## src/agrse_pkg.sv

```systemverilog
// ----------------------------------------------------------------------------
// agrse_pkg
// Shared widths, reset constants and stage payload types of the adaptive
// Golomb-Rice size estimator.
// ----------------------------------------------------------------------------
`default_nettype none

package agrse_pkg;

    localparam int unsigned SAMPLE_W  = 16;
    localparam int unsigned SPLIT_W   = 4;
    localparam int unsigned HIGH_W    = 15;
    localparam int unsigned K_W       = 5;
    localparam int unsigned K_MAX     = 16;
    localparam int unsigned Q_W       = 15;
    localparam int unsigned REM_W     = 17;
    localparam int unsigned LEN_W     = 16;
    localparam int unsigned BITS_W    = 40;
    localparam int unsigned SAMPLES_W = 32;
    localparam int unsigned COUNT_W   = 8;
    localparam int unsigned SUM_W     = 16;
    localparam int unsigned PROD_W    = SPLIT_W + SAMPLES_W;
    localparam int unsigned SCALED_W  = COUNT_W + K_MAX;

    localparam logic [COUNT_W-1:0] COUNT_INIT  = 8'd1;
    localparam logic [SUM_W-1:0]   SUM_INIT    = 16'd8;
    localparam logic [SPLIT_W-1:0] SPLIT_RESET = 4'd5;

    // Output of the statistics stage.
    typedef struct packed {
        logic [HIGH_W-1:0]    high;
        logic [K_W-1:0]       rice_k;
        logic [SPLIT_W-1:0]   split;
        logic [SAMPLES_W-1:0] sample_total;
        logic                 last_sample;
    } agrse_stats_t;

    // Output of the coding stage.
    typedef struct packed {
        logic [Q_W-1:0]    quotient;
        logic [REM_W-1:0]  remainder_code;
        logic [K_W-1:0]    rice_k;
        logic [LEN_W-1:0]  code_length;
        logic [BITS_W-1:0] running_bits;
        logic [PROD_W-1:0] split_product;
        logic              last_sample;
    } agrse_code_t;

    // Final result as presented on the result channel.
    typedef struct packed {
        logic [Q_W-1:0]    quotient;
        logic [REM_W-1:0]  remainder_code;
        logic [K_W-1:0]    rice_k;
        logic [LEN_W-1:0]  code_length;
        logic [BITS_W-1:0] running_bits;
        logic [BITS_W-1:0] block_bytes;
        logic              block_done;
    } agrse_result_t;

endpackage

`default_nettype wire

```

## src/agrse_estimate.sv

```systemverilog
// ----------------------------------------------------------------------------
// agrse_estimate
// Rounds the coded bits and the dropped low bits up to bytes on the closing
// sample and holds the final result register.
// ----------------------------------------------------------------------------
`default_nettype none

module agrse_estimate import agrse_pkg::*;
(
    input  wire            clk,
    input  wire            rst_n,
    input  wire            in_valid,
    output logic           in_ready,
    input  agrse_code_t    in_data,
    output logic           out_valid,
    input  wire            out_ready,
    output agrse_result_t  out_data
);

    logic          valid_reg;
    agrse_result_t data_reg;

    logic [BITS_W-1:0] code_bytes;
    logic [BITS_W-1:0] split_bytes;
    logic [BITS_W-1:0] block_bytes;
    logic              fire;

    assign code_bytes  = BITS_W'(in_data.running_bits >> 3)
                       + BITS_W'(in_data.running_bits[2:0] != 3'd0);
    assign split_bytes = BITS_W'(in_data.split_product >> 3)
                       + BITS_W'(in_data.split_product[2:0] != 3'd0);
    assign block_bytes = in_data.last_sample ? (code_bytes + split_bytes) : '0;

    assign in_ready = !valid_reg || out_ready;
    assign fire     = in_valid && in_ready;

    always_ff @(posedge clk or negedge rst_n)
    begin
        if (!rst_n)
        begin
            valid_reg <= 1'b0;
        end
        else if (in_ready)
        begin
            valid_reg <= in_valid;
        end
    end

    always_ff @(posedge clk)
    begin
        if (fire)
        begin
            data_reg.quotient       <= in_data.quotient;
            data_reg.remainder_code <= in_data.remainder_code;
            data_reg.rice_k         <= in_data.rice_k;
            data_reg.code_length    <= in_data.code_length;
            data_reg.running_bits   <= in_data.running_bits;
            data_reg.block_bytes    <= block_bytes;
            data_reg.block_done     <= in_data.last_sample;
        end
    end

    assign out_valid = valid_reg;
    assign out_data  = data_reg;

endmodule

`default_nettype wire

```

## config.mk

```make
export PLATFORM = sky130hd
export DESIGN_NAME = agrse_estimate
export DESIGN_NICKNAME = d
export VERILOG_FILES = /design/src/agrse_pkg.sv /design/src/agrse_estimate.sv
export SDC_FILE = /design/constraint.sdc
export NUM_CORES = 1
export LEC_CHECK = 0
export ABC_AREA = 1
export ABC_CLOCK_PERIOD_IN_PS = 7710
export BUFFER_PORTS_ARGS = -buffer_cell sky130_fd_sc_hd__buf_2
export CELL_PAD_IN_SITES_DETAIL_PLACEMENT = 1
export CELL_PAD_IN_SITES_GLOBAL_PLACEMENT = 1
export CORE_MARGIN = 1.5
export CORE_UTILIZATION = 33
export CTS_CLUSTER_DIAMETER = 100
export DETAILED_ROUTE_END_ITERATION = 10
export PLACE_DENSITY = 0.73
export SETUP_SLACK_MARGIN = 0.15
export SYNTH_ARGS = -nofsm -noshare
export SYNTH_HDL_FRONTEND = slang
export SYNTH_SLANG_ARGS = --single-unit
```

## constraint.sdc

```tcl
create_clock -name clk -period 7.71 [get_ports clk]
set_input_delay 0.3855 -clock clk [delete_from_list [all_inputs] [get_ports clk]]
set_output_delay 0.3855 -clock clk [all_outputs]
set_load 0.005 [all_outputs]
```

==> impl_metrics.toml, run 1 <==
[timing]
skew_ps = 9.08
hold_viol_final = 0
timing.setup.tns_ps = 0
fin_crit_sh_pct = 36.1
tightest_slew_ps = 1030
max_freq_mhz = 360
fin_crit_ps = 2780
setup_violations = 0
rsz0062_at_grt = "no"
layout_setup_ws_ps = 4930
relSlewSlack_pct = 31.1
hold_ws_ps = 132
slew_viol_final = 0

[synthesis]
ys_seq_area_share_pct = 54.9
synth_top_area_cell = "edfxtp_1"
synthMostInstantiatedCell = "nand2_1"
synth_seq_cells = 133
synth_top_cells_by_area = "edfxtp_1 55%, ha_1 11%, nand2_1 10%"
synth_cell_types = 31
syn_avg_cell_area_um2 = 9.69
synth_cells = 749
synth-edff-count = 132
synthFlopType = "edfxtp_1"
synthesis.area_um2 = 7260
netlist.area_leader.share_pct = 54.6
async_reset_ff_share_pct = 0.752
synth_commonest_cells = "201 x nand2_1, 132 x edfxtp_1, 101 x inv_1"
yosys_warnings = 0

[floorplanning]
rows = 54
dieHeight_um = 151
start_util_pct = 33.5
dieArea_um2 = 22900
core_um2 = 21700
io_pins = 270
die_w_um = 151

[finish]
stdcell_count = 1327
antenna_cells = 0
finalNetCount = 1236
layout-drive-gt1-share_pct = 32.4
synthToLayoutAreaGrowth_pct = 31.0
fillers = 2581

[routing]
ant_nets = 0
drtPass1Iterations = 5
wl_per_cell_um = 16.6
avgViaCountPerCell = 4.67
wirelength_mm = 22.0
drc = 0
vias = 6201
drtIter0Drc = 259

[clock_tree]
ctsLongestPathBuffers = 2
cts.clk_slew.worst_paths_ps = 70
cts_root_buf = "clkbuf_16"
cts_setup_buffers = 0
cts_buffers = 17
insertion_delay_ps = 420
htreeDepth = 4
cts_tree = "done"
cts.sinks = 133

[worst_setup_path]
path_class = "primary input to flip-flop"
crit_slowest_cell = "fa_1"
crit_path_frequent_cell = "nand2_1"
rr_worst_depth = 3
crit_start = "in_data[38]"
worst_ep_required_time_ps = 7880
r2r-start = "out_valid$_DFFE_PN0N_"
crit_arrival_ps = 2950
cp_slowest_stage_delay_ps = 450
start_kind = "primary input"
r2r_slack_ps = 5120
crit_fanout = 5
r2r-end = "out_data[112]$_DFFE_PP_"
path_cells = "buf_2 > or3_1 > fa_1 > ha_1 > fa_1 > nand3_1 > nand3_2 > nand2_1 > nand3_2 > nand2_1 > nand2_2 > nand2_1 > nand3_1 > nand2_1 > nor2_1"
worstPathBufferInverterCount = 1
critPathCaptureType = "flip-flop"
crit_family = "simple AND/OR/NAND/NOR gates"

[placed_design]
post-place-cells = 1294
io_buffers = 267
dp_hpwl_mm = 17.4
pre_cts_slack_ps = 4490
gp_routability_congestion = 0.836

[pwr]
p_leak_nw = 4.67
power.density_nw_per_um2 = 217
power_mw = 2.07
peakVddDrop_mv = 0.130

[worst_hold_path]
hold_depth = 1
hp-start = "in_data[118]"
holdPathEnd = "out_data[122]$_DFFE_PP_"
hp-class = "primary input to flip-flop"

[grt]
gr-total-overflow = 0
track_usage_pct = 19.3
grt_pass1_vias = 6391
grt_pass1_wl_mm = 33.4
grt_max_degree = 74
antenna_found_initial = 0

[run]
maxCapViolCount = 0

[status]
status = "finished clean"
[layout by cell type, fill, tap and decap left out]
cell / synthesis / routed
clkbuf_16: 0 / 17
or3_1: 2 / 2
o21ai_1: 3 / 3
a21o_1: 2 / 2
o21bai_1: 2 / 2
o21a_1: 3 / 3
a21oi_1: 55 / 54
clkinvlp_4: 0 / 2
inv_8: 0 / 5
nor2_4: 3 / 3
nor2_1: 82 / 82
inv_6: 0 / 3
a21oi_4: 0 / 1
dlygate4sd3_1: 0 / 1
nand3b_1: 1 / 1
clkinv_4: 0 / 4
nand2_2: 16 / 16
o22ai_1: 1 / 1
ha_1: 66 / 66
nand2_1: 201 / 201
conb_1: 1 / 2
o21ai_0: 22 / 22
buf_4: 2 / 2
fa_1: 2 / 2
buf_2: 1 / 267
nand3_2: 9 / 9
a21oi_2: 5 / 5
nor2_2: 2 / 2
nand4_1: 2 / 2
xnor2_1: 1 / 1
edfxtp_1: 132 / 132
dfrtp_1: 1 / 1
clkinv_2: 0 / 1
nand3_1: 22 / 22
inv_2: 2 / 2
nor3_1: 5 / 5
inv_1: 101 / 101
[state kept, by name, summed over array words and instances, names as in the netlist]
register and cells:
out_data 132, out_valid 1
[per-layer routing]
layer / vias to the layer above / GRT usage [%] / routed length [um] / part of all wire [%]
met1: 2907 / 23.1 / 9120 / 41
met2: 194 / 34.0 / 10900 / 49
met5: - / 0 / 0 / 0
met4: 0 / 6.02 / 339 / 1.5
li1: 3080 / - / - / -
met3: 20 / 4.55 / 1650 / 7.5
[stage by stage]
| stage | instance area, um2 | util, % |
|---|---|---|
| 5_1_grt | 9510 | 43.9 |
| 3_3_place_gp | 8940 | 41.2 |
| 6_report | 9510 | 43.9 |
| 4_1_cts | 9510 | 43.9 |
| 2_1_floorplan | 7260 | - |
| 3_5_place_dp | 8940 | 41.2 |
[timing repair]
item | in CTS | in global routing
hold buffers | 1 | 0
endpoints found under the hold margin | 1 | 0
resized for setup | 0 | 0
[cell type report]
| class | count | area (um2) | area share, % |
|---|---|---|---|
| tap | 280 | 350 | 3.68 |
| multi-input combinational | 509 | 2860 | 30.1 |
| clock inverter | 15 | 138 | 1.45 |
| clock buffer | 17 | 425 | 4.47 |
| inverter | 103 | 387 | 4.06 |
| timing repair buffer | 270 | 1360 | 14.3 |
| sequential | 133 | 3990 | 41.9 |
[worst max-delay path by stage]
stage                                             to  slack [ps]  depth (start not counted)
after global placement    out_data[25]$_SDFFCE_PN0P_        4590                         15
after floorplan                out_data[0]$_DFFE_PP_         260                          1
final                     out_data[33]$_SDFFCE_PN0P_        4930                         15
after detailed placement  out_data[33]$_SDFFCE_PN0P_        4490                         15
after global routing      out_data[23]$_SDFFCE_PN0P_        4730                         15
after CTS                 out_data[33]$_SDFFCE_PN0P_        4940                         15
[cells by family after synthesis]
kind of cell | count (synthesis) | share of synthesized area, %
buffers and inverters | 108 | 5.84
XOR/XNOR | 1 | 0.121
AND/OR/NAND/NOR | 345 | 20.2
AO/OA/AOI/OAI | 93 | 6.93
flip-flops | 133 | 54.9
adder cells (fa/ha/maj) | 68 | 11.9
other | 1 | 0.0516
[worst reg2reg max path, cell delays in order, from the launching register on]
cell and delay, ps:
dfrtp_1 420, a21oi_4 150, buf_4 780, buf_4 830
[power breakdown]
group / total (mW) / internal, mW / switching, mW / leakage (nW)
clock: 0.787 / 0.426 / 0.360 / 0.274
sequential: 0.868 / 0.856 / 0.0120 / 1.28
combinational: 0.411 / 0.149 / 0.262 / 3.11
Power figures use the tool's default switching activity.
==> inputs of run 2 (changes only) <==
- ABC_CLOCK_PERIOD_IN_PS: 7710 -> 2700
- CORE_UTILIZATION: 33 -> 37
- PLACE_DENSITY: 0.73 -> 0.78
- clock period: 7.71 -> 2.7 ns (I/O delays scaled with it)
==> impl_metrics.toml, run 2 (same netlist as run 1, synthesis figures left out) <==
[pwr]
peakVddDrop_mv = 0.487
p_comb_share_pct = 21.7
power.density_nw_per_um2 = 585
switching_power_mw = 1.90
p_leak_nw = 5.09
pwr-share-clk_pct = 38.1
p_int_mw = 4.28
seqPwrFrac_pct = 40.2
power_mw = 6.18
switching_share_pct = 30.7

[floorplanning]
die_w_um = 143
rows = 51
core_um2 = 19300
io_pins = 270
dieHeight_um = 143
dieArea_um2 = 20500
start_util_pct = 37.6

[clock_tree]
cts.sinks = 133
cts_root_buf = "clkbuf_16"
cts_tree = "done"
cts.clk_slew.worst_paths_ps = 80
ctsLongestPathBuffers = 2
htreeDepth = 4
cts_buffers = 17
insertion_delay_ps = 430
cts_setup_buffers = 0

[timing]
layout_setup_ws_ps = 297
rsz0062_at_grt = "yes"
fin_crit_sh_pct = 89.0
max_freq_mhz = 416
hold_viol_final = 0
slew_viol_final = 0
skew_ps = 16.1
fin_crit_ps = 2400
setup_violations = 0

[placed_design]
io_buffers = 267
pre_cts_slack_ps = -111
gp_routability_congestion = 0.870
dp_hpwl_mm = 17.9

[grt]
antenna_found_initial = 2
gr-total-overflow = 0
grt_pass1_vias = 7064
grt_pass1_wl_mm = 38.7
grt_max_degree = 65
track_usage_pct = 25.3

[routing]
drc = 0
wl_per_cell_um = 18.1
drtIter0Drc = 297
wirelength_mm = 25.7
ant_nets = 0
vias = 6730
avgViaCountPerCell = 4.76
drtPass1Iterations = 7

[worst_setup_path]
crit_fanout = 5
crit_arrival_ps = 2580
worst_ep_required_time_ps = 2880
critPathCaptureType = "flip-flop"
path_class = "primary input to flip-flop"
start_kind = "primary input"

[run]
maxCapViolCount = 0

[finish]
final_cell_mix = "267 x buf_2, 201 x nand2_1, 132 x edfxtp_1"
finalNetCount = 1337
utilization_pct = 54.6
final_common_cell = "buf_2"
largest_reg_flops = 132
synthToLayoutAreaGrowth_pct = 45.5
layout-drive-gt1-share_pct = 30.8

[status]
status = "finished clean"

[worst_hold_path]
hp-class = "primary input to async pin"
==> run 2: cell count changes in the layout (fill, tap and decap cells not counted), sizes merged <==
cell,previous run,this run
dlygate4sd3,1,95
diode,0,2
clkbuf,17,18
clkinv,5,0
clkinvlp,2,5
bufinv,0,1
buf,269,276
==> run 2: routing by layer <==
metal,GRT usage (%),share of wire (%),vias up
li1,-,-,3280
met1,29.1,40,3200
met2,45.7,51,220
met3,6.41,6.7,30
met4,7.98,1.9,0
met5,0,0,-
==> run 2: power by group through the flow <==
stage | registers, mW | logic, mW | clock network [mW]
finish | 2.49 | 1.34 | 2.36
global route | 2.50 | 1.49 | 2.47
CTS | 2.48 | 1.33 | 2.36
detailed placement | 2.52 | 1.20 | 0
global placement | 2.52 | 1.16 | 0
floorplan | 2.55 | 0.667 | 0
==> run 2: area by class of cell <==
class | count | area (um2)
Timing Repair Buffer | 371 | 2380
Antenna cell | 2 | 5.00
Tap cell | 265 | 332
Clock buffer | 18 | 429
Inverter | 103 | 387
Multi-Input combinational cell | 509 | 2900
Fill cell | 2267 | 8770
Clock inverter | 14 | 143
Sequential cell | 133 | 3990
==> run 2: final timing paths <==
| path | startpoint | to | slack (ps) | depth (start not counted) |
|---|---|---|---|---|
| max | in_data[64] | out_data[26]$_SDFFCE_PN0P_ | 300 | 13 |
| min | rst_n | out_valid$_DFFE_PN0N_ | 10 | 2 |
| max reg2reg | out_valid$_DFFE_PN0N_ | out_data[14]$_SDFFCE_PN0P_ | 1220 | 2 |
| min reg2reg | out_valid$_DFFE_PN0N_ | out_valid$_DFFE_PN0N_ | 660 | 2 |
| max in group asynchronous | rst_n | out_valid$_DFFE_PN0N_ | 2600 | 2 |
| min in group clk | out_ready | out_valid$_DFFE_PN0N_ | 50 | 4 |
==> run 2: metrics by stage <==
stage | hold WS [ps] | setup TNS, ps | instances | cell area (um2)
finish | 14.0 | 0 | 1415 | 10600
floorplan | -161 | -45930 | 750 | 7280
global placement | -90.4 | -368 | 1286 | 9000
detailed placement | -85.8 | -657 | 1286 | 9000
CTS | 14.4 | 0 | 1413 | 10500
global route | 6.84 | 0 | 1415 | 10600
==> run 2: critical path, stage by stage <==
cell           delay (ps)
dlygate4sd3_1         550
buf_2                 140
ha_1                  280
ha_1                  420
nand2_1               140
nor2_1                230
inv_1                 110
o21ai_1               220
inv_1                  70
nand2_1                80
nor2_2                 60
nor2_1                 90
nor2_1                 60
==> run 2: timing repair <==
item                                    CTS  global route
endpoints found under the hold margin    95             0
resized for setup                         0            10
endpoints found under the setup margin    0             6
hold buffers                             95             0
