## config.mk

```make
export PLATFORM = sky130hd
export DESIGN_NAME = agrse_coder
export DESIGN_NICKNAME = d
export VERILOG_FILES = /design/src/agrse_pkg.sv /design/src/agrse_coder.sv
export SDC_FILE = /design/constraint.sdc
export NUM_CORES = 1
export LEC_CHECK = 0
export ABC_CLOCK_PERIOD_IN_PS = 9110
export BUFFER_PORTS_ARGS = -buffer_cell sky130_fd_sc_hd__buf_2
export CAP_MARGIN = 20
export CORE_MARGIN = 10
export CORE_UTILIZATION = 35
export CTS_CLUSTER_SIZE = 28
export DETAILED_ROUTE_END_ITERATION = 16
export PLACE_DENSITY = 0.54
export SLEW_MARGIN = 20
export SYNTH_ARGS = -nofsm -noshare
export SYNTH_HDL_FRONTEND = slang
export SYNTH_SLANG_ARGS = --single-unit
export TNS_END_PERCENT = 20
```

## constraint.sdc

```tcl
create_clock -name clk -period 9.11 [get_ports clk]
set_clock_uncertainty 0.15 [all_clocks]
set_input_delay 0.4555 -clock clk [delete_from_list [all_inputs] [get_ports clk]]
set_output_delay 0.4555 -clock clk [all_outputs]
set_load 0.05 [all_outputs]
```

## src/agrse_pkg.sv

```systemverilog
// ----------------------------------------------------------------------------
// agrse_pkg
// Shared widths, reset constants and stage payload types of the adaptive
// Golomb-Rice size estimator.
// ----------------------------------------------------------------------------
`default_nettype none

package agrse_pkg;

    localparam int unsigned SAMPLE_W  = 16;
    localparam int unsigned SPLIT_W   = 4;
    localparam int unsigned HIGH_W    = 15;
    localparam int unsigned K_W       = 5;
    localparam int unsigned K_MAX     = 16;
    localparam int unsigned Q_W       = 15;
    localparam int unsigned REM_W     = 17;
    localparam int unsigned LEN_W     = 16;
    localparam int unsigned BITS_W    = 40;
    localparam int unsigned SAMPLES_W = 32;
    localparam int unsigned COUNT_W   = 8;
    localparam int unsigned SUM_W     = 16;
    localparam int unsigned PROD_W    = SPLIT_W + SAMPLES_W;
    localparam int unsigned SCALED_W  = COUNT_W + K_MAX;

    localparam logic [COUNT_W-1:0] COUNT_INIT  = 8'd1;
    localparam logic [SUM_W-1:0]   SUM_INIT    = 16'd8;
    localparam logic [SPLIT_W-1:0] SPLIT_RESET = 4'd5;

    // Output of the statistics stage.
    typedef struct packed {
        logic [HIGH_W-1:0]    high;
        logic [K_W-1:0]       rice_k;
        logic [SPLIT_W-1:0]   split;
        logic [SAMPLES_W-1:0] sample_total;
        logic                 last_sample;
    } agrse_stats_t;

    // Output of the coding stage.
    typedef struct packed {
        logic [Q_W-1:0]    quotient;
        logic [REM_W-1:0]  remainder_code;
        logic [K_W-1:0]    rice_k;
        logic [LEN_W-1:0]  code_length;
        logic [BITS_W-1:0] running_bits;
        logic [PROD_W-1:0] split_product;
        logic              last_sample;
    } agrse_code_t;

    // Final result as presented on the result channel.
    typedef struct packed {
        logic [Q_W-1:0]    quotient;
        logic [REM_W-1:0]  remainder_code;
        logic [K_W-1:0]    rice_k;
        logic [LEN_W-1:0]  code_length;
        logic [BITS_W-1:0] running_bits;
        logic [BITS_W-1:0] block_bytes;
        logic              block_done;
    } agrse_result_t;

endpackage

`default_nettype wire

```

## src/agrse_coder.sv

```systemverilog
// ----------------------------------------------------------------------------
// agrse_coder
// Forms the Golomb-Rice quotient, binary part and code length, and keeps
// the running bit total of the block.
// ----------------------------------------------------------------------------
`default_nettype none

module agrse_coder import agrse_pkg::*;
(
    input  wire           clk,
    input  wire           rst_n,
    input  wire           in_valid,
    output logic          in_ready,
    input  agrse_stats_t  in_data,
    output logic          out_valid,
    input  wire           out_ready,
    output agrse_code_t   out_data
);

    logic [BITS_W-1:0] bit_total_reg;
    logic              valid_reg;
    agrse_code_t       data_reg;

    logic [Q_W-1:0]    quotient;
    logic [REM_W-1:0]  k_bit;
    logic [REM_W-1:0]  remainder_code;
    logic [LEN_W-1:0]  code_length;
    logic [BITS_W-1:0] running;
    logic [PROD_W-1:0] split_product;
    logic              fire;

    assign quotient       = Q_W'(in_data.high >> in_data.rice_k);
    assign k_bit          = REM_W'(1) << in_data.rice_k;
    assign remainder_code = k_bit | (REM_W'(in_data.high) & (k_bit - REM_W'(1)));
    assign code_length    = LEN_W'(quotient) + LEN_W'(1) + LEN_W'(in_data.rice_k);
    assign running        = bit_total_reg + BITS_W'(code_length);
    assign split_product  = PROD_W'(in_data.split) * PROD_W'(in_data.sample_total);

    assign in_ready = !valid_reg || out_ready;
    assign fire     = in_valid && in_ready;

    always_ff @(posedge clk or negedge rst_n)
    begin
        if (!rst_n)
        begin
            bit_total_reg <= '0;
            valid_reg     <= 1'b0;
        end
        else
        begin
            if (in_ready)
            begin
                valid_reg <= in_valid;
            end
            if (fire)
            begin
                bit_total_reg <= in_data.last_sample ? '0 : running;
            end
        end
    end

    always_ff @(posedge clk)
    begin
        if (fire)
        begin
            data_reg.quotient       <= quotient;
            data_reg.remainder_code <= remainder_code;
            data_reg.rice_k         <= in_data.rice_k;
            data_reg.code_length    <= code_length;
            data_reg.running_bits   <= running;
            data_reg.split_product  <= split_product;
            data_reg.last_sample    <= in_data.last_sample;
        end
    end

    assign out_valid = valid_reg;
    assign out_data  = data_reg;

endmodule

`default_nettype wire

```

==> results of run 1 <==
logic make-up (layout without fill, tap and decap cells):
kind of cell	count (synthesis)	count (layout)	share of synthesized area [%]
xor+xnor	80	80	5.74
other cells	0	3	0
compound gates	249	249	15.0
simple gates	387	387	15.3
mux	18	18	2.41
flops	171	171	40.4
buf+inv	145	322	4.73
fa+ha+maj	123	123	16.4
synth_stat cells (4+ instances only):
cell type / count
nor3_1: 22
a21o_1: 29
o31ai_1: 4
o311ai_1: 4
a31oi_1: 6
nand2b_1: 10
o21a_1: 7
nand3_1: 20
a22o_1: 19
xnor2_1: 54
nor2_1: 60
mux4_2: 9
buf_4: 4
a211o_1: 4
edfxtp_1: 130
a21oi_1: 53
nand4_1: 10
a2bb2oi_1: 5
o21bai_1: 6
o22ai_1: 4
o211ai_1: 12
dfrtp_1: 41
clkbuf_1: 40
or4_1: 4
ha_1: 61
o21ai_0: 34
nor2b_1: 17
xor2_1: 26
fa_1: 62
inv_1: 94
mux2i_1: 8
o311ai_0: 5
and3_1: 11
nand2_1: 162
a211oi_1: 12
and2_1: 49
critical path, stage by stage:
cell	delay, ns
buf_2	0.53
mux2i_1	0.21
a2bb2oi_1	0.21
nand2_1	0.09
o21ai_0	0.20
a21oi_1	0.22
nand2_1	0.09
ha_1	0.22
fa_1	0.41
inv_1	0.07
a21o_1	0.10
a21oi_1	0.10
a21oi_1	0.24
nand4_1	0.21
xnor2_1	0.31
ha_1	0.33
a21oi_1	0.25
a21bo_2	0.17
a31oi_1	0.06
o211ai_1	0.44
nand2_1	0.54
and3_1	0.41
o311ai_0	0.28
power by group through the flow:
stage | clock network (mW) | logic (mW) | registers, mW
4_1_cts | 0.766 | 1.13 | 1.03
3_3_place_gp | 0 | 1.12 | 1.05
3_5_place_dp | 0 | 1.13 | 1.05
5_1_grt | 0.794 | 1.23 | 1.04
6_report | 0.738 | 1.12 | 1.03
2_1_floorplan | 0 | 0.586 | 1.31
through the flow:
step	hold WS, ns	setup slack, ns	power (mW)	utilization [%]
after floorplan	0.00991	3.28	1.89	-
after global placement	0.323	2.66	2.17	39.3
after detailed placement	0.333	2.42	2.17	39.3
after CTS	0.0541	2.92	2.93	41.0
after global routing	0.0858	2.61	3.07	41.1
final	0.0850	3.10	2.88	41.1
cell type report:
| class | instances | area, um^2 |
|---|---|---|
| tap | 455 | 569 |
| inverter | 95 | 362 |
| timing repair buffer | 195 | 988 |
| fill | 3430 | 20300 |
| clock inverter | 14 | 159 |
| sequential | 171 | 4930 |
| multi-input combinational | 857 | 6710 |
| clock buffer | 18 | 429 |
| antenna | 3 | 7.51 |
layer usage:
metal  up-vias  part of all wire [%]  wire [um]  GRT usage (%)
met2       235                    47      15200           24.5
met5         -                 0.043         14              0
li1       4498                     -          -              -
met3        21                   6.4       2070           3.78
met4         4                   1.2        377           4.04
met1      4487                    45      14700           20.6
timing repair:
item                       4_1_cts  5_1_grt
hold buffers                     0        1
hold endpoints to repair         0       41
setup endpoints to repair        0        0
how the worst min path moves through the flow:
stage,to,from,cells past startpoint,slack (ns)
global placement,bit_total_reg[0],bit_total_reg[0],2,0.32
global route,out_valid,in_valid,2,0.09
detailed placement,bit_total_reg[0],bit_total_reg[0],2,0.33
finish,out_valid,in_valid,2,0.09
CTS,bit_total_reg[28],rst_n,1,0.05
floorplan,bit_total_reg[0],rst_n,0,0.01
==> flow_metrics.py, run 1 <==
metrics = {
    "cells_and_area": {
        "final_area_um2": 14200,
        "layout_common_cells": "buf_2 (191), nand2_1 (162), edfxtp_1 (130)",
        "nets": 1521,
        "fin_cells": 1808,
        "layout-drive-gt1-share_pct": 19.6,
        "area_delta_synth_final_pct": 16.0,
        "largest_reg_flops": 130,
        "final_common_cell": "buf_2",
    },
    "logic_synthesis": {
        "synth_ff_type": "edfxtp_1",
        "synth_edf_count": 130,
        "syn_area_per_cell_um2": 10.4,
        "ys_ff_latch": 171,
        "synth.distinct_cells": 88,
        "synth_top_cell_by_area": "edfxtp_1",
        "synthCells": 1173,
        "synth-seq-area-share_pct": 40.4,
        "yosysWarnings": 0,
        "synth_top_cells_by_area": "edfxtp_1 (32%), fa_1 (10%), dfrtp_1 (8.4%)",
        "syn_area_um2": 12200,
        "ys_async_sr_fraction_pct": 24.0,
        "synth_top_area_share_pct": 32.0,
        "synth_nets": 1357,
    },
    "floorplan": {
        "core_area_um2": 34500,
        "io_pins": 193,
        "start_util_pct": 35.4,
        "die_area_um2": 42700,
        "fp.dieH_um": 207,
        "die_w_um": 207,
        "rows": 68,
    },
    "pwr": {
        "p_comb_share_pct": 38.7,
        "p_leak_nw": 6.42,
        "p_int_mw": 1.73,
        "powerDensity_nw_per_um2": 204,
        "switching_power_mw": 1.15,
        "ir_drop_mv": 0.155,
        "p_seq_share_pct": 35.7,
        "power_frac_clock_pct": 25.6,
        "sw_frac_of_total_pct": 40.0,
    },
    "clock_tree": {
        "clk_latency_ns": 0.44,
        "cts_resized": 0,
        "cts_max_level": 4,
        "clk_path_buf_depth": 2,
        "path_clk_slew_ns": 0.07,
        "post_cts_buffers": 0,
        "numCtsBuffers": 17,
        "cts_tree": "built",
        "clock_sink_count": 171,
        "root_buffer": "clkbuf_16",
    },
    "global_routing": {
        "grt_pass1_wl_um": 51900,
        "antenna_found_initial": 5,
        "grt_max_degree": 85,
        "track_usage_pct": 15.4,
        "grt_pass1_vias": 9339,
        "grt_remaining_overflow": 0,
    },
    "detailed_routing": {
        "wl_per_cell_um": 17.9,
        "vias_per_cell": 5.11,
        "dr.first_iter.drc_count": 602,
        "dr.pass1.iters": 5,
        "drt_wl_total_um": 32300,
        "vias": 9245,
        "ant_nets": 0,
        "drc": 0,
    },
    "critical_path": {
        "r2r_setup_slack_ns": 5.65,
        "criticalPathCategory": "input port to flip-flop",
        "reg2regPathDepth": 11,
        "path_max_fanout": 34,
        "critPathCaptureType": "flip-flop",
        "cp-endpoint": "bit_total_reg[28]",
        "cp-start-kind": "input port",
        "cp.required_ns": 9.29,
        "worst_ep_arrival_time_ns": 6.19,
        "rr_startpoint": "bit_total_reg[0]",
        "worstSetupStartpoint": "in_data[38]",
        "worstReg2RegEnd": "out_data[71]",
    },
    "sta": {
        "worstMarginPinSlew_ns": 0.817,
        "fin_setup_tns_ns": 0,
        "max_freq_ghz": 0.166,
        "relSlewSlack_pct": 45.6,
        "final-max-slew-violation-count": 0,
        "rsz0062_at_grt": "no",
        "fin_crit_ns": 6.01,
        "setup_viol_count_final": 0,
        "hold_viol": 0,
        "finalCritPeriodShare_pct": 65.9,
    },
    "run": {
        "max_cap_violations": 0,
    },
    "place": {
        "place_inst": 1772,
        "io_buffer_count": 192,
        "place_congestion": 0.833,
        "dpl.hpwl_um": 24200,
        "place_area_um2": 13500,
    },
    "hold_path": {
        "hold_path_class": "input port to flip-flop",
    },
    "outcome": {
        "outcome": "finished clean",
    },
}
Note: power is estimated with default switching activity, not from simulation.
==> run 2: changes to the inputs <==
--- a/config.mk
+++ b/config.mk
@@ -5,14 +5,15 @@
 export SDC_FILE = /design/constraint.sdc
 export NUM_CORES = 1
 export LEC_CHECK = 0
-export ABC_CLOCK_PERIOD_IN_PS = 9110
+export ABC_AREA = 1
+export ABC_CLOCK_PERIOD_IN_PS = 5650
 export BUFFER_PORTS_ARGS = -buffer_cell sky130_fd_sc_hd__buf_2
 export CAP_MARGIN = 20
 export CORE_MARGIN = 10
 export CORE_UTILIZATION = 35
 export CTS_CLUSTER_SIZE = 28
 export DETAILED_ROUTE_END_ITERATION = 16
-export PLACE_DENSITY = 0.54
+export PLACE_DENSITY = 0.53
 export SLEW_MARGIN = 20
 export SYNTH_ARGS = -nofsm -noshare
 export SYNTH_HDL_FRONTEND = slang
==> constraint.sdc (replaced) <==
create_clock -name clk -period 5.65 [get_ports clk]
set_clock_uncertainty 0.15 [all_clocks]
set_input_delay 0.2825 -clock clk [delete_from_list [all_inputs] [get_ports clk]]
set_output_delay 0.2825 -clock clk [all_outputs]
set_load 0.05 [all_outputs]
==> flow_metrics.py, run 2 <==
metrics = {
    "clock_tree": {
        "clk_path_buf_depth": 2,
        "cts_tree": "built",
        "post_cts_buffers": 0,
        "root_buffer": "clkbuf_16",
        "clock_sink_count": 171,
        "numCtsBuffers": 17,
        "path_clk_slew_ns": 0.07,
        "cts_max_level": 4,
        "clk_latency_ns": 0.44,
    },
    "logic_synthesis": {
        "syn_area_per_cell_um2": 8.17,
        "synth_top_cell_by_area": "edfxtp_1",
        "synth_top_cells_by_area": "edfxtp_1 (30%), nand2_1 (14%), fa_1 (9.7%)",
        "yosysWarnings": 0,
        "synthCells": 1569,
        "synth_ff_type": "edfxtp_1",
        "synth_nets": 1753,
        "synth_top_area_share_pct": 30.5,
        "synth.distinct_cells": 49,
        "synth_edf_count": 130,
        "syn_area_um2": 12800,
        "ys_ff_latch": 171,
        "ys_async_sr_fraction_pct": 24.0,
        "synth_common_cells": "nand2_1 (488), inv_1 (232), edfxtp_1 (130), nand3_1 (98), nor2_1 (92)",
        "yosysMostFrequentCell": "nand2_1",
        "synth-seq-area-share_pct": 38.5,
    },
    "global_routing": {
        "track_usage_pct": 16.8,
        "grt_remaining_overflow": 0,
        "grt_pass1_wl_um": 59900,
        "grt_pass1_vias": 11024,
        "antenna_found_initial": 0,
        "grt_max_degree": 83,
    },
    "detailed_routing": {
        "ant_nets": 0,
        "vias": 10834,
        "vias_per_cell": 4.82,
        "drc": 0,
        "dr.pass1.iters": 5,
        "dr.first_iter.drc_count": 629,
        "wl_per_cell_um": 16.7,
        "drt_wl_total_um": 37500,
    },
    "floorplan": {
        "fp.dieH_um": 211,
        "die_area_um2": 44700,
        "io_pins": 193,
        "start_util_pct": 35.3,
        "die_w_um": 211,
        "core_area_um2": 36300,
        "rows": 70,
    },
    "place": {
        "place_congestion": 0.886,
        "dpl.hpwl_um": 30300,
        "io_buffer_count": 192,
    },
    "critical_path": {
        "rr_startpoint": "out_valid",
        "path_max_fanout": 14,
        "cp_slowest_cell": "dlygate4sd3_1",
        "critPathCaptureType": "flip-flop",
        "reg2regPathDepth": 5,
        "slowest_delay_ns": 0.53,
        "worst_ep_arrival_time_ns": 5.06,
        "r2r_setup_slack_ns": 2.90,
        "cp.required_ns": 5.69,
        "criticalPathCategory": "input port to flip-flop",
        "cp-start-kind": "input port",
        "worstReg2RegEnd": "out_data[109]",
    },
    "cells_and_area": {
        "area_delta_synth_final_pct": 16.9,
        "largest_reg_flops": 130,
        "nets": 1950,
        "n_antenna_cell": 0,
        "layout-drive-gt1-share_pct": 15.9,
        "filler_cell_count": 3757,
        "final_common_cell": "nand2_1",
        "fin_util_pct": 41.2,
        "layout_common_cells": "nand2_1 (488), inv_1 (231), buf_2 (191)",
    },
    "pwr": {
        "powerDensity_nw_per_um2": 321,
        "p_leak_nw": 7.55,
        "ir_drop_mv": 0.142,
    },
    "sta": {
        "finalCritPeriodShare_pct": 88.9,
        "fin_crit_ns": 5.02,
        "worstMarginPinSlew_ns": 0.767,
        "setup_viol_count_final": 0,
        "rsz0062_at_grt": "no",
        "relSlewSlack_pct": 48.8,
        "final-max-slew-violation-count": 0,
        "max_freq_ghz": 0.199,
        "fin_setup_tns_ns": 0,
        "hold_viol": 0,
    },
    "run": {
        "max_cap_violations": 0,
    },
    "outcome": {
        "outcome": "finished clean",
    },
    "hold_path": {
        "hold_path_class": "input port to flip-flop",
        "hold_depth": 1,
        "hold_start": "in_data[40]",
        "min_to": "out_data[96]",
    },
}
[run 2: changes by cell type in the layout (fill, tap and decap cells not counted), moves of 23 or more]
cell     change
nor2_1      +32
o21ai_0     +26
nand2_1    +326
and2_1      -37
xnor2_1     -40
a21o_1      -23
inv_1      +138
nand3_1     +78
[run 2: cell type report]
cell class              instances  area (um^2)  share of cell area, %
multi-input cells            1133         6860                   45.8
flip-flops and latches        171         4930                   32.9
repair buffers                204         1070                   7.13
well taps                     468          586                   3.91
inverters                     239          907                   6.06
clock inverters                13          191                   1.28
clock buffers                  19          443                   2.96
[run 2: worst max-delay path: cells and delay by family]
kind | cells | cell delay (ns)
buf+inv | 7 | 1.09
simple gates | 10 | 1.76
fa+ha+maj | 3 | 0.94
xor+xnor | 1 | 0.17
compound gates | 4 | 0.79
[run 2: layer usage]
metal	vias up	routed length [um]	global-route usage, %
li1	5477	-	-
met1	5079	17300	22.1
met2	246	17900	28.5
met3	32	1700	2.40
met4	0	604	4.26
met5	-	0	0
[run 2: report_power, final]
part,switching (mW),internal (mW),leakage (nW)
Combinational,1.38,0.505,5.41
Sequential,0.0606,1.58,1.84
Clock,0.515,0.757,0.305
Total,1.96,2.85,7.55
[run 2: per-stage QoR]
| stage | hold slack, ns | std cells | total power [mW] | instance area, um^2 | worst slack (ns) |
|---|---|---|---|---|---|
| after floorplan | -0.163 | 1569 | 3.03 | 12800 | 1.06 |
| after detailed placement | 0.318 | 2209 | 3.57 | 14300 | 0.386 |
| after CTS | 0.00756 | 2247 | 4.86 | 15000 | 0.532 |
| final | 0.0235 | 2247 | 4.80 | 15000 | 0.629 |
| after global placement | 0.318 | 2209 | 3.57 | 14300 | 0.526 |
| after global routing | 0.0250 | 2247 | 5.09 | 15000 | 0.154 |
[run 2: logic make-up after synthesis]
| group | Yosys count | share of synthesized area, % |
|---|---|---|
| buf+inv | 265 | 8.09 |
| fa+ha+maj | 123 | 15.6 |
| xor+xnor | 51 | 3.48 |
| compound gates | 163 | 7.19 |
| flops | 171 | 38.5 |
| simple gates | 796 | 27.1 |
[run 2: worst max-delay path by stage]
stage / cells after the start / end / slack [ns] / start
finish: 25 / out_data[60] / 0.63 / in_data[41]
global route: 25 / out_data[60] / 0.15 / in_data[41]
CTS: 26 / out_data[60] / 0.53 / in_data[41]
detailed placement: 26 / out_data[60] / 0.39 / in_data[37]
global placement: 23 / out_data[60] / 0.53 / in_data[37]
floorplan: 3 / out_data[0] / 1.06 / out_valid
[run 2: what timing repair did]
item,in CTS,in global routing
gates resized for setup,0,1
endpoints found under the setup margin,0,1
endpoints found under the hold margin,46,0
hold buffers,6,0
