`config.mk`:
```
export PLATFORM = sky130hd
export DESIGN_NAME = agrse_stats
export DESIGN_NICKNAME = d
export VERILOG_FILES = /design/src/agrse_pkg.sv /design/src/agrse_stats.sv
export SDC_FILE = /design/constraint.sdc
export NUM_CORES = 1
export LEC_CHECK = 0
export BUFFER_PORTS_ARGS = -buffer_cell sky130_fd_sc_hd__buf_2
export CORE_ASPECT_RATIO = 0.5
export CORE_MARGIN = 4
export CORE_UTILIZATION = 42
export CTS_CLUSTER_SIZE = 24
export DETAILED_ROUTE_END_ITERATION = 16
export GPL_TIMING_DRIVEN = 0
export PLACE_DENSITY = 0.59
export SLEW_MARGIN = 0
export SYNTH_ARGS = -nofsm -noshare
export SYNTH_HDL_FRONTEND = slang
export SYNTH_SLANG_ARGS = --single-unit
```
`constraint.sdc`:
```
create_clock -name clk -period 3.9 [get_ports clk]
set_input_delay 0.39 -clock clk [delete_from_list [all_inputs] [get_ports clk]]
set_output_delay 0.39 -clock clk [all_outputs]
set_load 0.05 [all_outputs]
```
`src/agrse_pkg.sv`:
```
// ----------------------------------------------------------------------------
// agrse_pkg
// Shared widths, reset constants and stage payload types of the adaptive
// Golomb-Rice size estimator.
// ----------------------------------------------------------------------------
`default_nettype none

package agrse_pkg;

    localparam int unsigned SAMPLE_W  = 16;
    localparam int unsigned SPLIT_W   = 4;
    localparam int unsigned HIGH_W    = 15;
    localparam int unsigned K_W       = 5;
    localparam int unsigned K_MAX     = 16;
    localparam int unsigned Q_W       = 15;
    localparam int unsigned REM_W     = 17;
    localparam int unsigned LEN_W     = 16;
    localparam int unsigned BITS_W    = 40;
    localparam int unsigned SAMPLES_W = 32;
    localparam int unsigned COUNT_W   = 8;
    localparam int unsigned SUM_W     = 16;
    localparam int unsigned PROD_W    = SPLIT_W + SAMPLES_W;
    localparam int unsigned SCALED_W  = COUNT_W + K_MAX;

    localparam logic [COUNT_W-1:0] COUNT_INIT  = 8'd1;
    localparam logic [SUM_W-1:0]   SUM_INIT    = 16'd8;
    localparam logic [SPLIT_W-1:0] SPLIT_RESET = 4'd5;

    // Output of the statistics stage.
    typedef struct packed {
        logic [HIGH_W-1:0]    high;
        logic [K_W-1:0]       rice_k;
        logic [SPLIT_W-1:0]   split;
        logic [SAMPLES_W-1:0] sample_total;
        logic                 last_sample;
    } agrse_stats_t;

    // Output of the coding stage.
    typedef struct packed {
        logic [Q_W-1:0]    quotient;
        logic [REM_W-1:0]  remainder_code;
        logic [K_W-1:0]    rice_k;
        logic [LEN_W-1:0]  code_length;
        logic [BITS_W-1:0] running_bits;
        logic [PROD_W-1:0] split_product;
        logic              last_sample;
    } agrse_code_t;

    // Final result as presented on the result channel.
    typedef struct packed {
        logic [Q_W-1:0]    quotient;
        logic [REM_W-1:0]  remainder_code;
        logic [K_W-1:0]    rice_k;
        logic [LEN_W-1:0]  code_length;
        logic [BITS_W-1:0] running_bits;
        logic [BITS_W-1:0] block_bytes;
        logic              block_done;
    } agrse_result_t;

endpackage

`default_nettype wire

```
`src/agrse_stats.sv`:
```
// ----------------------------------------------------------------------------
// agrse_stats
// Selects k from the running statistics and updates count, sum and the
// sample count of the block.
// ----------------------------------------------------------------------------
`default_nettype none

module agrse_stats import agrse_pkg::*;
#(
    parameter int unsigned HALVE_AT = 128
)
(
    input  wire                 clk,
    input  wire                 rst_n,
    input  wire                 in_valid,
    output logic                in_ready,
    input  wire [SAMPLE_W-1:0]  sample,
    input  wire                 last_sample,
    input  wire [SPLIT_W-1:0]   split_bits,
    output logic                out_valid,
    input  wire                 out_ready,
    output agrse_stats_t        out_data
);

    logic [COUNT_W-1:0]   count_reg;
    logic [SUM_W-1:0]     sum_reg;
    logic [SAMPLES_W-1:0] total_reg;
    logic                 valid_reg;
    agrse_stats_t         data_reg;

    logic [SPLIT_W-1:0]   split_eff;
    logic [SAMPLE_W-1:0]  high_full;
    logic [HIGH_W-1:0]    high;
    logic [K_W-1:0]       k_sel;
    logic                 halve;
    logic [COUNT_W-1:0]   count_base;
    logic [SUM_W-1:0]     sum_base;
    logic [SUM_W:0]       sum_wide;
    logic [SUM_W-1:0]     sum_sat;
    logic [COUNT_W-1:0]   count_inc;
    logic [SAMPLES_W-1:0] total_inc;
    logic                 fire;

    assign split_eff = (split_bits == '0) ? SPLIT_W'(1) : split_bits;
    assign high_full = sample >> split_eff;
    assign high      = high_full[HIGH_W-1:0];

    // Least k with count << k at or above the sum; all shifts compared at once.
    always_comb
    begin
        logic [SCALED_W-1:0] scaled;
        k_sel  = K_W'(K_MAX);
        scaled = '0;
        for (int j = K_MAX - 1; j >= 0; j--)
        begin
            scaled = SCALED_W'(count_reg) << j;
            if (count_reg != '0 && scaled >= SCALED_W'(sum_reg))
            begin
                k_sel = K_W'(j);
            end
        end
    end

    assign halve      = (count_reg == COUNT_W'(HALVE_AT));
    assign count_base = halve ? (count_reg >> 1) : count_reg;
    assign sum_base   = halve ? (sum_reg >> 1) : sum_reg;
    assign sum_wide   = {1'b0, sum_base} + (SUM_W + 1)'(high);
    assign sum_sat    = sum_wide[SUM_W] ? '1 : sum_wide[SUM_W-1:0];
    assign count_inc  = count_base + COUNT_W'(1);
    assign total_inc  = total_reg + SAMPLES_W'(1);

    assign in_ready = !valid_reg || out_ready;
    assign fire     = in_valid && in_ready;

    always_ff @(posedge clk or negedge rst_n)
    begin
        if (!rst_n)
        begin
            count_reg <= COUNT_INIT;
            sum_reg   <= SUM_INIT;
            total_reg <= '0;
            valid_reg <= 1'b0;
        end
        else
        begin
            if (in_ready)
            begin
                valid_reg <= in_valid;
            end
            if (fire)
            begin
                if (last_sample)
                begin
                    count_reg <= COUNT_INIT;
                    sum_reg   <= SUM_INIT;
                    total_reg <= '0;
                end
                else
                begin
                    count_reg <= count_inc;
                    sum_reg   <= sum_sat;
                    total_reg <= total_inc;
                end
            end
        end
    end

    always_ff @(posedge clk)
    begin
        if (fire)
        begin
            data_reg.high         <= high;
            data_reg.rice_k       <= k_sel;
            data_reg.split        <= split_eff;
            data_reg.sample_total <= total_inc;
            data_reg.last_sample  <= last_sample;
        end
    end

    assign out_valid = valid_reg;
    assign out_data  = data_reg;

endmodule

`default_nettype wire

```
==> results.cfg, run 1 <==
[outcome]
status = completed

[yosys]
synthArstFlopShare = 0.500
post-synth-top-count-cell = ha_1
syn_area_mm2 = 0.00880
yosysUniqueCellTypes = 74
ys.flop_type = edfxtp_1
synth_fp_nets = 1070
avgSynthCellArea_um2 = 9.50
synthTopCellsByCount = 117 x ha_1, 71 x nand2_1, 63 x o21ai_0
yosysTopAreaCellShare = 0.194
netlist_instances = 927
synth.ff_latch_count = 114
synth_area_leader_cell = edfxtp_1
ys_warn_count = 0
synth_edf_count = 57
ys_top_cells_by_area = edfxtp_1 19%, ha_1 17%, dfrtp_1 16%, o21ai_0 3.6%, a21oi_1 3.3%
ys_seq_area_frac = 0.357

[worst_setup_path]
critPathKind = register to register
slowest_delay_ns = 0.56
crit_fanout = 15
startpoint = count_reg[2]
setup.worst_path.start_class = register
crit_top_cell = buf_4
critical-path-top-delay-family = buffers and inverters
critPathCaptureType = register
cp_slowest_cell = dfrtp_2
required_ns = 4.16
critical_path.cell_chain = buf_2, nor4_4, nand2_2, buf_4, buf_4, buf_4, buf_4, buf_4, buf_4, buf_4, buf_4, buf_4, buf_4, buf_4, buf_4, and3_1, clkbuf_1, buf_2, a211oi_1, o22ai_1
timing.rr.start = count_reg[2]
cp_num_buf_inv = 15
cp.arrival_ns = 4.00

[place]
placedCellCount = 1279
post_dp_cell_area_mm2 = 0.00955
portBuffers = 79
routabilityCongestion = 0.924
hpwl_um = 17800

[final_layout]
fillers = 1913
finalInstanceArea_mm2 = 0.0105
area_growth_pct = 19.0
utilization = 0.510
antenna_cells = 0
drive_gt1_frac = 0.187
largest_reg_flops = 57
fin_cells = 1327
finalNetCount = 1184

[sta]
finalSetupTns_ns = 0
slew_headroom = 0.370
report.final.slew_viol_count = 0
hold_viol_final = 0
holdWs_ns = 0.0394
min_period_ns = 3.74
fin_skew_ns = 0.00893
fin_crit_sh = 0.958
setup_viol = 0
worst-slew-pin-transition_ns = 0.945
clock.fmax_mhz = 268

[floorplanning]
die_w_um = 213
ios = 84
start_util = 0.428
die_h_um = 110
row_count = 37
die_area_mm2 = 0.0235
core_mm2 = 0.0206

[clocking]
numCtsBuffers = 17
htreeDepth = 4
path_clk_slew_ns = 0.06
insertion_delay_ns = 0.41
tritoncts = done
cts_hold_buf = 0
clock_sinks = 114
clk_path_buf_depth = 2
cts_root_buf = clkbuf_16

[global_route]
grt_first_pass_wirelength_um = 39700
grt_pass1_vias = 7400
antenna_found_initial = 0
track_usage = 0.214
grt_overflow = 0
grt_max_degree = 67

[pwr]
total_leakage_power_nw = 4.54
power.density_mw_per_mm2 = 638
ir_worst_vdd_v = 0.000324

[detailed_routing]
wl_per_cell_um = 18.9
drt_iter0_markers = 489
num_vias = 7776
drc = 0
vias_per_cell = 5.86
wl_um = 25000
drtAntennaViolNets = 0
dr.pass1.iters = 7

[hold_path]
min_path_type = input port to asynchronous set/reset pin

[flow_run]
timing.max_cap.violations = 0
[path summary, 6_finish.rpt]
path	end	slack (ns)	cells past startpoint
worst max-delay path	sum_reg[13]	0.16	20
worst min-delay path	total_reg[11]	0.04	1
worst max register to register	sum_reg[13]	0.16	20
worst min register to register	total_reg[1]	0.49	2
max in group asynchronous	count_reg[1]	3.25	1
min in group clk	out_valid	0.19	2
[per-layer routing]
layer | vias to the layer above | track usage | routed length, um
met1 | 3776 | 0.310 | 12500
met2 | 201 | 0.344 | 11100
met5 | - | 0 | 0
li1 | 3775 | - | -
met3 | 24 | 0.0246 | 1220
met4 | 0 | 0.0528 | 221
[cell usage in the layout, fill, tap and decap left out, drive strengths merged, types with 5 or more instances in the layout]
cell type and instances:
ha 117, buf 107, nand2 71, o21ai 69, a21oi 58, edfxtp 57
dfrtp 55, nor2 54, clkbuf 47, inv 43, nand3 29, nor3 28
xnor2 24, mux2i 24, a22o 21, a211oi 21, o22ai 19, a31oi 15
xor2 14, a21o 14, o21a 13, nor4 13, and3 12, nand2b 12
nand4 8, or4 8, o31ai 7, or3 7, nor3b 6, and2 5
o211ai 5, a2111oi 5
[final cells by class]
| class | count | area, um2 | area share |
|---|---|---|---|
| Clock buffer | 17 | 425 | 0.0406 |
| Sequential cell | 114 | 3160 | 0.301 |
| Inverter | 36 | 135 | 0.0129 |
| Clock inverter | 15 | 218 | 0.0208 |
| Timing Repair Buffer | 96 | 526 | 0.0502 |
| Tap cell | 273 | 342 | 0.0326 |
| Multi-Input combinational cell | 735 | 5490 | 0.524 |
| Buffer | 41 | 184 | 0.0176 |
[report_power, final]
part	total, mW	internal [mW]	switching [mW]
Combinational	3.23	1.29	1.93
Clock	1.72	1.09	0.630
Sequential	1.74	1.44	0.302
Total	6.69	3.83	2.86
[repair_timing]
action                                  CTS  global route
setup buffers                            16             1
pin swaps                                 2             3
endpoints found under the setup margin   16            16
resized for setup                        23            33
[kinds of logic (layout without fill, tap and decap cells)]
kind of cell               after synthesis  in the layout  synth area share
AOI/OAI and AO/OA                      277            277             0.206
xor gates and xnor gates                38             38            0.0378
adders and majority gates              118            118             0.169
buffers and inverters                   78            205            0.0345
DFF                                    114            114             0.357
muxes                                   28             28            0.0324
and+or+nand+nor                        274            274             0.164
[metrics by stage]
step / setup slack (ns) / power [mW]
finish: 0.164 / 6.69
detailed placement: -0.773 / 4.86
global placement: -0.802 / 4.77
global route: -0.00283 / 7.23
CTS: 0.0241 / 6.64
floorplan: 0.0382 / 4.00
Power figures use the tool's default switching activity.
==> run 2: changes to the inputs <==
--- a/config.mk
+++ b/config.mk
@@ -6,13 +6,14 @@
 export NUM_CORES = 1
 export LEC_CHECK = 0
 export BUFFER_PORTS_ARGS = -buffer_cell sky130_fd_sc_hd__buf_2
+export CELL_PAD_IN_SITES_DETAIL_PLACEMENT = 1
+export CELL_PAD_IN_SITES_GLOBAL_PLACEMENT = 2
 export CORE_ASPECT_RATIO = 0.5
 export CORE_MARGIN = 4
-export CORE_UTILIZATION = 42
+export CORE_UTILIZATION = 35
 export CTS_CLUSTER_SIZE = 24
 export DETAILED_ROUTE_END_ITERATION = 16
-export GPL_TIMING_DRIVEN = 0
-export PLACE_DENSITY = 0.59
+export PLACE_DENSITY = 0.75
 export SLEW_MARGIN = 0
 export SYNTH_ARGS = -nofsm -noshare
 export SYNTH_HDL_FRONTEND = slang
==> constraint.sdc (replaced) <==
create_clock -name clk -period 3.9 [get_ports clk]
set_input_delay 0.195 -clock clk [delete_from_list [all_inputs] [get_ports clk]]
set_output_delay 0.195 -clock clk [all_outputs]
set_load 0.05 [all_outputs]
==> run 2 against run 1 <==
Net effect:
- cell count rose by 3.4%
- wire length rose by 8.0%
- hold slack improved by 0.068 ns
- sequential power fell by 11%
- setup slack improved by 0.28 ns
- via count fell by 1.8%
- combinational power rose by 8.0%
- first-iteration DRC count fell by 29%
- non-clock buffer count fell by 18
- critical path type unchanged
- highest routed layer unchanged
==> results.cfg, run 2 (same netlist as run 1, synthesis figures left out) <==
[global_route]
track_usage = 0.198
grt_max_degree = 86
grt_overflow = 0
grt_pass1_vias = 8117
antenna_found_initial = 0
grt_first_pass_wirelength_um = 43900

[pwr]
total_leakage_power_nw = 4.51
p_seq_frac = 0.238
p_comb_frac = 0.535
power.density_mw_per_mm2 = 632
p_int_mw = 3.68
ir_worst_vdd_v = 0.000254
swShare = 0.437
p_switching_mw = 2.85
total_power_mw = 6.53
power_frac_clock = 0.227

[detailed_routing]
dr.pass1.iters = 5
wl_um = 27000
drc = 0
vias_per_cell = 5.57
drt_iter0_markers = 347
wl_per_cell_um = 19.7
drtAntennaViolNets = 0
num_vias = 7637

[sta]
setup_viol = 0
report.final.slew_viol_count = 0
min_period_ns = 3.45
fin_crit_sh = 0.885
grt_setup_unrepaired = no
finalSetupTns_ns = 0
fin_skew_ns = 0.0104
clock.fmax_mhz = 290
worst-slew-pin-transition_ns = 0.980
hold_viol_final = 0
slew_headroom = 0.347

[worst_setup_path]
critPathCaptureType = register
critPathKind = register to register
required_ns = 4.15
crit_fanout = 35
setup.worst_path.start_class = register
cp.arrival_ns = 3.71

[place]
hpwl_um = 19500
routabilityCongestion = 0.855
post_dp_cell_area_mm2 = 0.00975
portBuffers = 82

[clocking]
numCtsBuffers = 17
cts_root_buf = clkbuf_16
htreeDepth = 4
insertion_delay_ns = 0.43
post_cts_buffers = 0
tritoncts = done
path_clk_slew_ns = 0.06
clock_sinks = 114
clk_path_buf_depth = 2

[floorplanning]
ios = 84
start_util = 0.361
die_w_um = 232
row_count = 40
die_area_mm2 = 0.0279
core_mm2 = 0.0244
die_h_um = 120

[final_layout]
final_common_cell = ha_1
antenna_cells = 0
finalNetCount = 1166
largest_reg_flops = 57
drive_gt1_frac = 0.167
finalInstanceArea_mm2 = 0.0103
fillers = 2795
area_growth_pct = 17.3
final_cell_mix = 117 x ha_1, 82 x buf_2, 71 x nand2_1, 63 x o21ai_0, 58 x a21oi_1

[hold_path]
min_path_type = input port to register

[flow_run]
timing.max_cap.violations = 0

[outcome]
status = completed
-- run 2: changes by cell type in the layout (fill, tap and decap cells not counted), moves of 5 or more --
cell      previous run  this run
buf_4               20        34
clkbuf_1            23         2
clkbuf_2             5         0
clkinv_2             0         5
dfrtp_1             48        55
dfrtp_2              6         0
inv_6                7         1
nor3_1              20        27
nor3_2               8         1
o21ai_0             57        63
o21ai_1             11         6
-- run 2: stage by stage --
step            util  instances  hold WS [ns]  worst slack [ns]
2_1_floorplan      -        927        -0.101            0.0622
3_3_place_gp   0.400       1338         0.355             0.169
3_5_place_dp   0.400       1338         0.344            0.0449
4_1_cts        0.424       1372        0.0832             0.307
5_1_grt        0.424       1372         0.102             0.116
6_report       0.424       1372         0.108             0.447
-- run 2: routing by layer --
| metal | track usage | wire length (um) | vias up |
|---|---|---|---|
| met2 | 0.335 | 12800 | 98 |
| met3 | 0.0358 | 770 | 14 |
| met4 | 0.0436 | 213 | 0 |
| li1 | - | - | 3728 |
| met1 | 0.265 | 13200 | 3797 |
| met5 | 0 | 0 | - |
-- run 2: path summary, 6_finish.rpt --
check / slack (ns) / startpoint / to / cells after the start
worst max-delay path: 0.45 / count_reg[1] / sum_reg[11] / 12
worst min-delay path: 0.11 / out_ready / out_valid / 3
worst max register to register: 0.45 / count_reg[1] / sum_reg[11] / 12
worst min register to register: 0.51 / total_reg[1] / total_reg[1] / 2
max in group asynchronous: 2.63 / rst_n / total_reg[24] / 3
min in group asynchronous: 0.41 / rst_n / count_reg[4] / 2
-- run 2: power groups by stage --
stage	logic, mW	registers, mW	clock network (mW)
after global routing	3.95	1.58	1.57
after detailed placement	3.49	1.57	0
after global placement	3.32	1.57	0
after CTS	3.52	1.55	1.52
final	3.49	1.55	1.48
after floorplan	2.19	1.81	0
-- run 2: cell type report --
cell class | instances | area (um2) | share of cell area
clock buffer | 20 | 447 | 0.0432
clock inverter | 12 | 110 | 0.0107
inverter | 36 | 136 | 0.0132
multi-input combinational | 735 | 5370 | 0.520
sequential | 114 | 3140 | 0.304
tap | 336 | 420 | 0.0407
timing repair buffer | 119 | 706 | 0.0683
-- run 2: critical path, cell delays in order (launching register included) --
cell and delay, ns:
dfrtp_1 0.39, nor4_2 0.38, nand2_1 0.09, buf_4 0.24, o21ai_0 0.38, ha_1 0.33, a21o_1 0.20, a21oi_1 0.23
nor2_1 0.08, a2111oi_0 0.39, o311ai_0 0.26, nor3_1 0.22, o22ai_1 0.10
-- run 2: what timing repair did --
item                                   4_1_cts  5_1_grt
hold buffers                                 2        0
setup endpoints to repair                    0        1
endpoints found under the hold margin       33        0
gates resized for setup                      0        1
==> run 3: changes to the inputs <==
--- a/config.mk
+++ b/config.mk
@@ -9,7 +9,7 @@
 export CELL_PAD_IN_SITES_DETAIL_PLACEMENT = 1
 export CELL_PAD_IN_SITES_GLOBAL_PLACEMENT = 2
 export CORE_ASPECT_RATIO = 0.5
-export CORE_MARGIN = 4
+export CORE_MARGIN = 8
 export CORE_UTILIZATION = 35
 export CTS_CLUSTER_SIZE = 24
 export DETAILED_ROUTE_END_ITERATION = 16
==> run 3 against run 2 <==
Net effect:
- wire length up 3.5%
- clock skew about the same
- sequential power about the same
- highest routed layer unchanged
- largest power group unchanged
- fmax down 4.9%
==> results.cfg, run 3 (same netlist as run 1, synthesis figures left out) <==
[sta]
setup_viol = 0
worst-slew-pin-transition_ns = 1.09
fin_skew_ns = 0.0103
grt_setup_unrepaired = no
slew_headroom = 0.272
clock.fmax_mhz = 275
hold_viol_final = 0
min_period_ns = 3.63
fin_crit_sh = 0.931
report.final.slew_viol_count = 0

[floorplanning]
start_util = 0.352
die_area_mm2 = 0.0308
row_count = 41
die_w_um = 240
ios = 84
core_mm2 = 0.0250
die_h_um = 128

[worst_setup_path]
crit_fanout = 35
required_ns = 4.14
cp.arrival_ns = 3.88
setup.worst_path.start_class = register
critPathCaptureType = register
critPathKind = register to register

[final_layout]
finalNetCount = 1162
final_cell_mix = 117 x ha_1, 82 x buf_2, 71 x nand2_1, 63 x o21ai_0, 58 x a21oi_1
finalInstanceArea_mm2 = 0.0103
antenna_cells = 0
area_growth_pct = 17.2
drive_gt1_frac = 0.167
final_common_cell = ha_1
largest_reg_flops = 57
fillers = 2893

[clocking]
numCtsBuffers = 17
cts_root_buf = clkbuf_16
htreeDepth = 4
insertion_delay_ns = 0.43
tritoncts = done
path_clk_slew_ns = 0.06
clk_path_buf_depth = 2
clock_sinks = 114

[pwr]
ir_worst_vdd_v = 0.000237
power.density_mw_per_mm2 = 641
total_leakage_power_nw = 4.49
total_power_mw = 6.62

[place]
post_dp_cell_area_mm2 = 0.00971
portBuffers = 82
routabilityCongestion = 0.874
hpwl_um = 20200

[detailed_routing]
wl_um = 28000
num_vias = 7595
wl_per_cell_um = 20.3
dr.pass1.iters = 4
drc = 0
drt_iter0_markers = 390
drtAntennaViolNets = 0
vias_per_cell = 5.52

[hold_path]
min_path_type = input port to register

[global_route]
antenna_found_initial = 0
track_usage = 0.187
grt_overflow = 0
grt_first_pass_wirelength_um = 45600
grt_pass1_vias = 8090
grt_max_degree = 86

[flow_run]
timing.max_cap.violations = 0

[outcome]
status = completed
-- run 3: area by class of cell --
class	instances	area, um2	area share
Clock inverter	14	139	0.0135
Clock buffer	18	439	0.0426
Inverter	36	136	0.0132
Sequential cell	114	3140	0.304
Timing Repair Buffer	115	663	0.0643
Multi-Input combinational cell	735	5370	0.520
Tap cell	344	430	0.0417
-- run 3: worst max-delay path, stage by stage (launching register included) --
cell and delay (ns):
dfrtp_1 0.39, nor4_2 0.43, nand2_1 0.09, buf_4 0.25, nand2_1 0.10, o21ai_0 0.13, ha_1 0.26, fa_1 0.41
a21o_1 0.19, a21oi_1 0.20, o21ai_0 0.16, nand4_1 0.19, a211oi_1 0.09, buf_4 0.19, a211oi_1 0.24, o22ai_1 0.12
-- run 3: path summary, 6_finish.rpt --
kind                                    from             to  slack [ns]  depth (start not counted)
worst max-delay path            count_reg[1]    sum_reg[13]        0.27                         15
worst min-delay path               out_ready      out_valid        0.09                          3
worst max register to register  count_reg[1]    sum_reg[13]        0.27                         15
worst min register to register  total_reg[1]   total_reg[1]        0.52                          2
max in group asynchronous              rst_n  total_reg[24]        2.71                          3
min in group asynchronous              rst_n   count_reg[5]        0.32                          2
-- run 3: repair_timing --
item,CTS,global route
setup endpoints to repair,0,14
setup buffers,0,0
hold endpoints to repair,25,0
hold buffers,2,0
resized for setup,0,2
-- run 3: metrics by stage --
stage	hold slack [ns]	worst slack, ns	utilization	cells	TNS, ns
after floorplan	-0.101	0.0622	-	927	0
after global placement	0.243	0.0335	0.389	1342	0
after detailed placement	0.251	-0.203	0.389	1342	-2.04
after CTS	0.0793	0.140	0.413	1376	0
after global routing	0.125	0.0351	0.413	1376	0
final	0.0886	0.267	0.413	1376	0
-- run 3: power by group --
group,internal (mW),switching (mW)
combinational,1.34,2.17
clock,0.912,0.645
sequential,1.44,0.121
total,3.69,2.93
-- run 3: metal layers --
metal / up-vias / GRT usage / part of all wire
li1: 3715 / - / -
met1: 3756 / 0.246 / 0.48
met2: 93 / 0.313 / 0.48
met3: 31 / 0.0378 / 0.029
met4: 0 / 0.0444 / 0.012
met5: - / 0 / 0
